`src/hdl/dfs_pkg.sv`:
```
// Package with the request types, payload structs and constants of the diagonal fragment segmenter.
`default_nettype none

package dfs_pkg;

  localparam int POS_WIDTH_DEF   = 16;
  localparam int SCORE_WIDTH_DEF = 32;

  localparam int FIELD_POS_W = 16;
  localparam int DOT_SCORE_W = 16;
  localparam int FRAG_SCORE_W = 31;
  localparam int LEN_W       = 17;
  localparam int CFG_IDX_W   = 4;
  localparam int CFG_DATA_W  = 16;

  localparam logic [LEN_W-1:0]        LEN_MAX        = '1;
  localparam logic [FRAG_SCORE_W-1:0] FRAG_SCORE_MAX = '1;

  typedef enum logic {
    REQ_DOT   = 1'b0,
    REQ_FLUSH = 1'b1
  } req_type_t;

  typedef enum logic [CFG_IDX_W-1:0] {
    REG_ROW_GAP_OPEN   = 4'd0,
    REG_ROW_GAP_EXTEND = 4'd1,
    REG_COL_GAP_OPEN   = 4'd2,
    REG_COL_GAP_EXTEND = 4'd3
  } cfg_reg_t;

  typedef struct packed {
    req_type_t                      req_type;
    logic [FIELD_POS_W-1:0]         dot_row;
    logic [FIELD_POS_W-1:0]         dot_col;
    logic signed [DOT_SCORE_W-1:0]  dot_score;
  } dot_req_t;

  typedef struct packed {
    logic [FIELD_POS_W-1:0]  first_row;
    logic [FIELD_POS_W-1:0]  first_col;
    logic [FIELD_POS_W-1:0]  end_row;
    logic [FIELD_POS_W-1:0]  end_col;
    logic [FRAG_SCORE_W-1:0] frag_score;
    logic [LEN_W-1:0]        frag_length;
    logic                    last_of_run;
  } frag_req_t;

endpackage

`default_nettype wire

```
`src/hdl/diagonal_fragment_segmenter.sv`:
```
// Top level of the diagonal fragment segmenter: hit register, scoring logic and result register.
//
//   channel  direction  handshake               payload
//   dot      in         dot_valid / dot_stall   dot_req_t
//   frag     out        frag_valid / frag_stall frag_req_t
//   cfg      in         cfg_valid / cfg_ready   cfg_index, cfg_data
//
// One request per cycle is taken unless stalled; fragments pass the hit and result registers.
// The gap multiplies and the saturating add sit between the hit register and the state
// and result registers.
// Synchronous reset clears the run state, the gap registers and both valid flags.
// A held result stalls the hit register and, through it, the dot channel.
`default_nettype none

module diagonal_fragment_segmenter
  import dfs_pkg::*;
#(
  parameter int POS_WIDTH   = POS_WIDTH_DEF,
  parameter int SCORE_WIDTH = SCORE_WIDTH_DEF
) (
  input  wire                    clk,
  input  wire                    rst,
  input  wire                    dot_valid,
  output logic                   dot_stall,
  input  wire  dot_req_t         dot,
  output logic                   frag_valid,
  input  wire                    frag_stall,
  output frag_req_t              frag,
  input  wire                    cfg_valid,
  output logic                   cfg_ready,
  input  wire  [CFG_IDX_W-1:0]   cfg_index,
  input  wire  [CFG_DATA_W-1:0]  cfg_data
);

  localparam int DIAG_W = POS_WIDTH + 1;
  localparam int GAP_W  = POS_WIDTH + 2;
  localparam int PROD_W = GAP_W + CFG_DATA_W;
  localparam int SUM_W  = ((SCORE_WIDTH > PROD_W) ? SCORE_WIDTH : PROD_W) + 3;
  localparam int EXT_W  = (SCORE_WIDTH > FRAG_SCORE_W) ? SCORE_WIDTH : FRAG_SCORE_W;

  localparam logic signed [SCORE_WIDTH-1:0] S_MAX = {1'b0, {(SCORE_WIDTH-1){1'b1}}};
  localparam logic signed [SCORE_WIDTH-1:0] S_MIN = {1'b1, {(SCORE_WIDTH-1){1'b0}}};
  localparam logic [EXT_W-1:0]              FRAG_MAX_EXT = EXT_W'(FRAG_SCORE_MAX);

  logic signed [CFG_DATA_W-1:0] row_gap_open, row_gap_extend, col_gap_open, col_gap_extend;

  logic                          diag_valid;
  logic signed [DIAG_W-1:0]      current_diag;
  logic                          prev_valid;
  logic [POS_WIDTH-1:0]          prev_row, prev_col;
  logic signed [SCORE_WIDTH-1:0] run_score;
  logic [LEN_W-1:0]              run_length;
  logic [POS_WIDTH-1:0]          start_row, start_col;

  logic     hit_valid;
  dot_req_t hit;

  logic blocked, fire;

  logic [POS_WIDTH-1:0]          r, c;
  logic signed [DOT_SCORE_W-1:0] sc;
  logic signed [DIAG_W-1:0]      diag;
  logic                          new_diag;
  logic signed [SCORE_WIDTH-1:0] eff_score;
  logic [LEN_W-1:0]              eff_len;
  logic                          eff_pv;
  logic signed [GAP_W-1:0]       d_row, d_col;
  logic signed [PROD_W-1:0]      row_prod, col_prod;
  logic signed [SUM_W-1:0]       row_cost, col_cost, ns_sum;
  logic signed [SCORE_WIDTH-1:0] ns_sat;
  logic                          ns_le0, sc_pos, qual, emit;
  logic [EXT_W-1:0]              score_ext;
  frag_req_t                     frag_next;

  assign cfg_ready = 1'b1;

  always_ff @(posedge clk) begin
    if (rst) begin
      row_gap_open   <= '0;
      row_gap_extend <= '0;
      col_gap_open   <= '0;
      col_gap_extend <= '0;
    end else if (cfg_valid && cfg_ready) begin
      case (cfg_reg_t'(cfg_index))
        REG_ROW_GAP_OPEN:   row_gap_open   <= cfg_data;
        REG_ROW_GAP_EXTEND: row_gap_extend <= cfg_data;
        REG_COL_GAP_OPEN:   col_gap_open   <= cfg_data;
        REG_COL_GAP_EXTEND: col_gap_extend <= cfg_data;
        default: ;
      endcase
    end
  end

  assign blocked   = frag_valid && frag_stall;
  assign dot_stall = hit_valid && blocked;
  assign fire      = hit_valid && !blocked;

  always_ff @(posedge clk) begin
    if (rst) begin
      hit_valid <= 1'b0;
    end else if (!dot_stall) begin
      hit_valid <= dot_valid;
    end
  end

  always_ff @(posedge clk) begin
    if (dot_valid && !dot_stall) begin
      hit <= dot;
    end
  end

  always_comb begin
    r        = POS_WIDTH'(hit.dot_row);
    c        = POS_WIDTH'(hit.dot_col);
    sc       = hit.dot_score;
    diag     = $signed({1'b0, c}) - $signed({1'b0, r});
    new_diag = !diag_valid || (diag != current_diag);

    eff_score = new_diag ? '0 : run_score;
    eff_len   = new_diag ? '0 : run_length;
    eff_pv    = new_diag ? 1'b0 : prev_valid;

    d_row    = $signed({2'b00, r}) - $signed({2'b00, prev_row}) - GAP_W'(1);
    d_col    = $signed({2'b00, c}) - $signed({2'b00, prev_col}) - GAP_W'(1);
    row_prod = PROD_W'(d_row) * PROD_W'(row_gap_extend);
    col_prod = PROD_W'(d_col) * PROD_W'(col_gap_extend);
    row_cost = (!d_row[GAP_W-1] && d_row != '0) ?
               SUM_W'(row_gap_open) + SUM_W'(row_prod) : '0;
    col_cost = (!d_col[GAP_W-1] && d_col != '0) ?
               SUM_W'(col_gap_open) + SUM_W'(col_prod) : '0;

    ns_sum = SUM_W'(eff_score) + SUM_W'(sc);
    if (eff_pv) begin
      ns_sum = ns_sum + row_cost + col_cost;
    end
    if (ns_sum > SUM_W'(S_MAX)) begin
      ns_sat = S_MAX;
    end else if (ns_sum < SUM_W'(S_MIN)) begin
      ns_sat = S_MIN;
    end else begin
      ns_sat = SCORE_WIDTH'(ns_sum);
    end
    ns_le0 = ns_sat[SCORE_WIDTH-1] || (ns_sat == '0);
    sc_pos = !sc[DOT_SCORE_W-1] && (sc != '0);

    qual = !run_score[SCORE_WIDTH-1] && (run_score != '0) && (run_length > LEN_W'(1));
    emit = qual && ((hit.req_type == REQ_FLUSH) || new_diag || ns_le0);

    score_ext = EXT_W'(run_score);
    frag_next.first_row   = FIELD_POS_W'(start_row);
    frag_next.first_col   = FIELD_POS_W'(start_col);
    frag_next.end_row     = FIELD_POS_W'(prev_row);
    frag_next.end_col     = FIELD_POS_W'(prev_col);
    frag_next.frag_score  = (score_ext > FRAG_MAX_EXT) ? FRAG_SCORE_MAX :
                            FRAG_SCORE_W'(score_ext);
    frag_next.frag_length = run_length;
    frag_next.last_of_run = 1'b1;
  end

  always_ff @(posedge clk) begin
    if (rst) begin
      diag_valid   <= 1'b0;
      current_diag <= '0;
      prev_valid   <= 1'b0;
      prev_row     <= '0;
      prev_col     <= '0;
      run_score    <= '0;
      run_length   <= '0;
      start_row    <= '0;
      start_col    <= '0;
    end else if (fire) begin
      if (hit.req_type == REQ_FLUSH) begin
        diag_valid   <= 1'b0;
        current_diag <= '0;
        prev_valid   <= 1'b0;
        prev_row     <= '0;
        prev_col     <= '0;
        run_score    <= '0;
        run_length   <= '0;
        start_row    <= '0;
        start_col    <= '0;
      end else begin
        diag_valid   <= 1'b1;
        current_diag <= diag;
        if (ns_le0) begin
          if (sc_pos) begin
            prev_valid <= 1'b1;
            prev_row   <= r;
            prev_col   <= c;
            start_row  <= r;
            start_col  <= c;
            run_score  <= SCORE_WIDTH'(sc);
            run_length <= LEN_W'(1);
          end else begin
            prev_valid <= 1'b0;
            run_score  <= '0;
            run_length <= '0;
          end
        end else begin
          if (eff_len == '0) begin
            start_row <= r;
            start_col <= c;
          end
          run_score  <= ns_sat;
          prev_valid <= 1'b1;
          prev_row   <= r;
          prev_col   <= c;
          run_length <= (eff_len != LEN_MAX) ? eff_len + LEN_W'(1) : eff_len;
        end
      end
    end
  end

  always_ff @(posedge clk) begin
    if (rst) begin
      frag_valid <= 1'b0;
    end else if (fire) begin
      frag_valid <= emit;
    end else if (!frag_stall) begin
      frag_valid <= 1'b0;
    end
  end

  always_ff @(posedge clk) begin
    if (fire && emit) begin
      frag <= frag_next;
    end
  end

`ifndef SYNTHESIS
  a_frag_qualifies: assert property (@(posedge clk) disable iff (rst)
    frag_valid |-> (frag.frag_length > LEN_W'(1)) && (frag.frag_score != '0)
                   && frag.last_of_run)
    else $error("fragment result does not qualify");

  a_len_needs_diag: assert property (@(posedge clk) disable iff (rst)
    (run_length != '0) |-> diag_valid)
    else $error("run length without a current diagonal");

  a_prev_needs_len: assert property (@(posedge clk) disable iff (rst)
    prev_valid |-> (run_length != '0))
    else $error("previous hit recorded with empty run");

  a_flush_clears: assert property (@(posedge clk) disable iff (rst)
    (fire && hit.req_type == REQ_FLUSH) |=> !diag_valid && (run_length == '0))
    else $error("flush did not clear the run state");
`endif

endmodule

`default_nettype wire

```
`config.mk`:
```
export PLATFORM = sky130hd
export DESIGN_NAME = diagonal_fragment_segmenter
export DESIGN_NICKNAME = d
export VERILOG_FILES = /design/src/hdl/dfs_pkg.sv /design/src/hdl/diagonal_fragment_segmenter.sv
export SDC_FILE = /design/constraint.sdc
export NUM_CORES = 2
export LEC_CHECK = 0
export ABC_AREA = 1
export BUFFER_PORTS_ARGS = -buffer_cell sky130_fd_sc_hd__buf_2
export CAP_MARGIN = 40
export CORE_UTILIZATION = 51
export CTS_CLUSTER_SIZE = 10
export DETAILED_ROUTE_END_ITERATION = 10
export PLACE_DENSITY_LB_ADDON = 0.25
export SLEW_MARGIN = 20
export SYNTH_ARGS = -nofsm -noshare
export SYNTH_HDL_FRONTEND = slang
export SYNTH_SLANG_ARGS = --single-unit
```
`constraint.sdc`:
```
create_clock -name clk -period 42.8 [get_ports clk]
set_input_delay 4.28 -clock clk [delete_from_list [all_inputs] [get_ports clk]]
set_output_delay 4.28 -clock clk [all_outputs]
set_load 0.005 [all_outputs]
```
==> qor.json <==
{
  "cells_and_area": {
    "layout.cells.most_common": "sky130_fd_sc_hd__inv_1",
    "final_nets": 7218,
    "areaGrowthSynthToFinish_pct": 7.596,
    "layout.filler_cells": 8503,
    "post_route_cells_drive_above_1_share": 0.05834,
    "mostFrequentLayoutCells": "1,357 x sky130_fd_sc_hd__inv_1, 1,174 x sky130_fd_sc_hd__nand2_1, 734 x sky130_fd_sc_hd__nor2_1"
  },
  "pwr": {
    "vdd_drop_max_mv": 0.02551,
    "switchingPower_mw": 0.5406,
    "sequentialPowerShare": 0.299,
    "cellInternalPower_mw": 0.7695,
    "switching_share": 0.4127,
    "total_power_divided_by_cell_area_nw_per_um2": 26.18,
    "clock_power_share": 0.281,
    "power.leakage_nw": 25.38,
    "combinational_power_share": 0.419
  },
  "global_routing": {
    "largest_net_degree_at_the_start_of_global_routing": 72,
    "grt_antenna_before_repair": 4,
    "number_of_global_route_vias_before_repair": 40902,
    "grt_pass1_wl_mm": 225.5,
    "grt_remaining_overflow": 0,
    "global_route.usage.total": 0.3116
  },
  "routing": {
    "detail_route.iter0.violations": 3128,
    "routedWlPerCell_um": 19.12,
    "remaining_drcs": 0,
    "vias_per_cell": 5.408,
    "dr.pass1.iters": 7,
    "ant_nets": 0,
    "finalWirelength_mm": 141.5,
    "vias": 40027
  },
  "placed_design": {
    "dpl.hpwl_mm": 116.2,
    "numPortBuffers": 187,
    "globalplace.congestion": 1.021
  },
  "run_status": {
    "run_status": "finished clean"
  },
  "yosys": {
    "synth_cell_type_count": 49,
    "syn-instance-count": 6083,
    "netlist_top_cells_area": "sky130_fd_sc_hd__fa_1 28%, sky130_fd_sc_hd__inv_1 11%, sky130_fd_sc_hd__edfxtp_1 10%",
    "synthArstFlopShare": 0,
    "ys.warnings.count": 0,
    "register_bit_total_from_synthesis": 359,
    "netlist.top_cell.by_area": "sky130_fd_sc_hd__fa_1",
    "synth_area_um2": 46510,
    "yosysTopAreaCellShare": 0.2815,
    "synth_area_per_cell_um2": 7.647,
    "synth_top_flop_cell": "sky130_fd_sc_hd__dfxtp_1",
    "synth_enable_flop_cells": 161,
    "yosysSeqAreaShare": 0.1892
  },
  "clock_tree": {
    "clk-insertion-delay-late_ns": 0.60,
    "clk_pin_slew_worst_paths_ns": 0.06,
    "tritoncts.num_buffers": 45,
    "cts-hold-fix-buffers": 0,
    "clockBufferDepth": 3,
    "h_tree_levels": 2,
    "post-cts-setup-buffer-count": 0,
    "clock-sinks": 359,
    "tritoncts": "built",
    "cts_root_buf": "sky130_fd_sc_hd__clkbuf_16",
    "post_cts_sizing_count": 0
  },
  "sta": {
    "setup_viol_count_final": 0,
    "final.setup_skew_ns": 0.04184,
    "min_period_over_period": 0.3741,
    "finalHoldViolCount": 0,
    "setup_total_negative_slack_ns": 0,
    "timing.max_slew.rel_slack": 0.4019,
    "timing.fmax_ghz": 0.06246,
    "maxSlewViolCount": 0,
    "timing_worst_slew_pin_value_ns": 0.8960,
    "fin_crit_ns": 16.01,
    "worst_hold_slack_ns": 0.4253,
    "grt_setup_unrepaired": "false"
  },
  "die": {
    "initial_cell_density_of_the_core": 0.5160,
    "core_region_area_um2": 90150,
    "die_x_extent_um": 304,
    "floorplan.io_pins": 190,
    "design.die.area_um2": 92420,
    "num_rows": 110,
    "die_height_um": 304
  },
  "worst_setup_path": {
    "critical-path-max-stage-delay_ns": 0.59,
    "worst_path_most_repeated_cell": "sky130_fd_sc_hd__nand2_1",
    "cp-start-kind": "register",
    "crit_required_ns": 43.04,
    "critical_path.slowest_cell": "sky130_fd_sc_hd__nor3_1",
    "path_max_fanout": 55,
    "endpoint_kind": "register",
    "crit_arrival_ns": 16.25,
    "path_class": "reg -> reg"
  },
  "flow_run": {
    "timing.max_cap.violations": 0
  },
  "hold_path": {
    "min-delay-path-class": "reg -> reg"
  }
}
==> through the flow <==
step	power, mW	std cells	worst slack (ns)	util	instance area (µm²)
after floorplan	0.7646	6084	28.52	-	46520
after global placement	0.9327	7304	26.95	0.5370	48410
after detailed placement	0.9369	7310	27.00	0.5382	48520
after CTS	1.307	7392	26.92	0.5538	49920
after global routing	1.389	7400	25.41	0.5551	50050
final	1.310	7401	26.79	0.5552	50050
==> flip-flops by register name, indices dropped and copies added (netlist names), 17 cells and up <==
signal        flops
current_diag     17
frag            112
run_length       17
run_score        32
==> routing by layer <==
layer  up-vias  GRT usage  part of all wire
li1      18779          -                 -
met1     19322     0.4038              0.41
met2      1565     0.5152              0.47
met3       357    0.05258             0.077
met4         4     0.1319             0.048
met5         -          0           0.00017
==> power by group through the flow <==
stage,Sequential [mW],Clock (mW),Combinational [mW]
after floorplan,0.394,0,0.370
after CTS,0.392,0.373,0.542
after detailed placement,0.399,0,0.538
after global placement,0.399,0,0.534
final,0.392,0.369,0.549
after global routing,0.394,0.387,0.608
==> Yosys cell counts (5+ instances only) <==
master                        n
sky130_fd_sc_hd__a21o_1      18
sky130_fd_sc_hd__a21oi_1    321
sky130_fd_sc_hd__a31o_2       5
sky130_fd_sc_hd__a31oi_1     17
sky130_fd_sc_hd__and2_1       7
sky130_fd_sc_hd__buf_1        9
sky130_fd_sc_hd__buf_2       20
sky130_fd_sc_hd__buf_4        7
sky130_fd_sc_hd__clkbuf_1   125
sky130_fd_sc_hd__clkinv_1    36
sky130_fd_sc_hd__dfxtp_1    198
sky130_fd_sc_hd__edfxtp_1   161
sky130_fd_sc_hd__fa_1       654
sky130_fd_sc_hd__ha_1       303
sky130_fd_sc_hd__inv_1     1361
sky130_fd_sc_hd__nand2_1   1174
sky130_fd_sc_hd__nand3_1    222
sky130_fd_sc_hd__nand3b_1    13
sky130_fd_sc_hd__nand4_1    127
sky130_fd_sc_hd__nor2_1     736
sky130_fd_sc_hd__nor3_1      38
sky130_fd_sc_hd__nor4_1      23
sky130_fd_sc_hd__o211ai_1    12
sky130_fd_sc_hd__o21a_1       9
sky130_fd_sc_hd__o21ai_0    187
sky130_fd_sc_hd__o21ai_1     10
sky130_fd_sc_hd__o21bai_1    28
sky130_fd_sc_hd__o22ai_1      8
sky130_fd_sc_hd__or2_2       55
sky130_fd_sc_hd__xnor2_1     53
sky130_fd_sc_hd__xor2_1     104
==> final timing paths <==
kind                              start                     end  slack, ns  depth (start not counted)
min reg2reg  start_col[10]$_SDFFE_PP0P_      frag[91]$_DFFE_PP_       0.43                          0
max reg2reg              r[0]$_DFFE_PP_  frag[36]$_SDFFCE_PN1P_      26.79                         76
min          start_col[10]$_SDFFE_PP0P_      frag[91]$_DFFE_PP_       0.43                          0
max                      r[0]$_DFFE_PP_  frag[36]$_SDFFCE_PN1P_      26.79                         76
==> cell families (layout without fill, tap and decap cells) <==
| kind of cell | after synthesis | in the layout | share of synthesized area |
|---|---|---|---|
| fa+ha+maj | 957 | 957 | 0.3630 |
| compound gates | 635 | 635 | 0.07443 |
| simple gates | 2410 | 2410 | 0.2158 |
| xor+xnor | 157 | 157 | 0.02956 |
| buf+inv | 1564 | 1702 | 0.1280 |
| other cells | 1 | 5 | 0.00008062 |
| flops | 359 | 359 | 0.1892 |
==> layout make-up <==
type / instances / area (µm²) / share of cell area
antenna: 3 / 7.507 / 0.0001500
clock buffer: 70 / 1230 / 0.02458
clock inverter: 12 / 175.2 / 0.003500
inverter: 1399 / 5254 / 0.1050
multi-input combinational: 4161 / 31780 / 0.6351
sequential: 359 / 8798 / 0.1758
tap: 1176 / 1471 / 0.02940
timing repair buffer: 221 / 1329 / 0.02655
==> critical path, delay by kind of cell (launching register included) <==
kind / cells / cell delay, ns
fa+ha+maj: 11 / 4.97
simple gates: 35 / 4.93
compound gates: 15 / 3.15
buf+inv: 13 / 1.88
flops: 1 / 0.41
xor+xnor: 2 / 0.20
(Power assumes the default switching activity.)
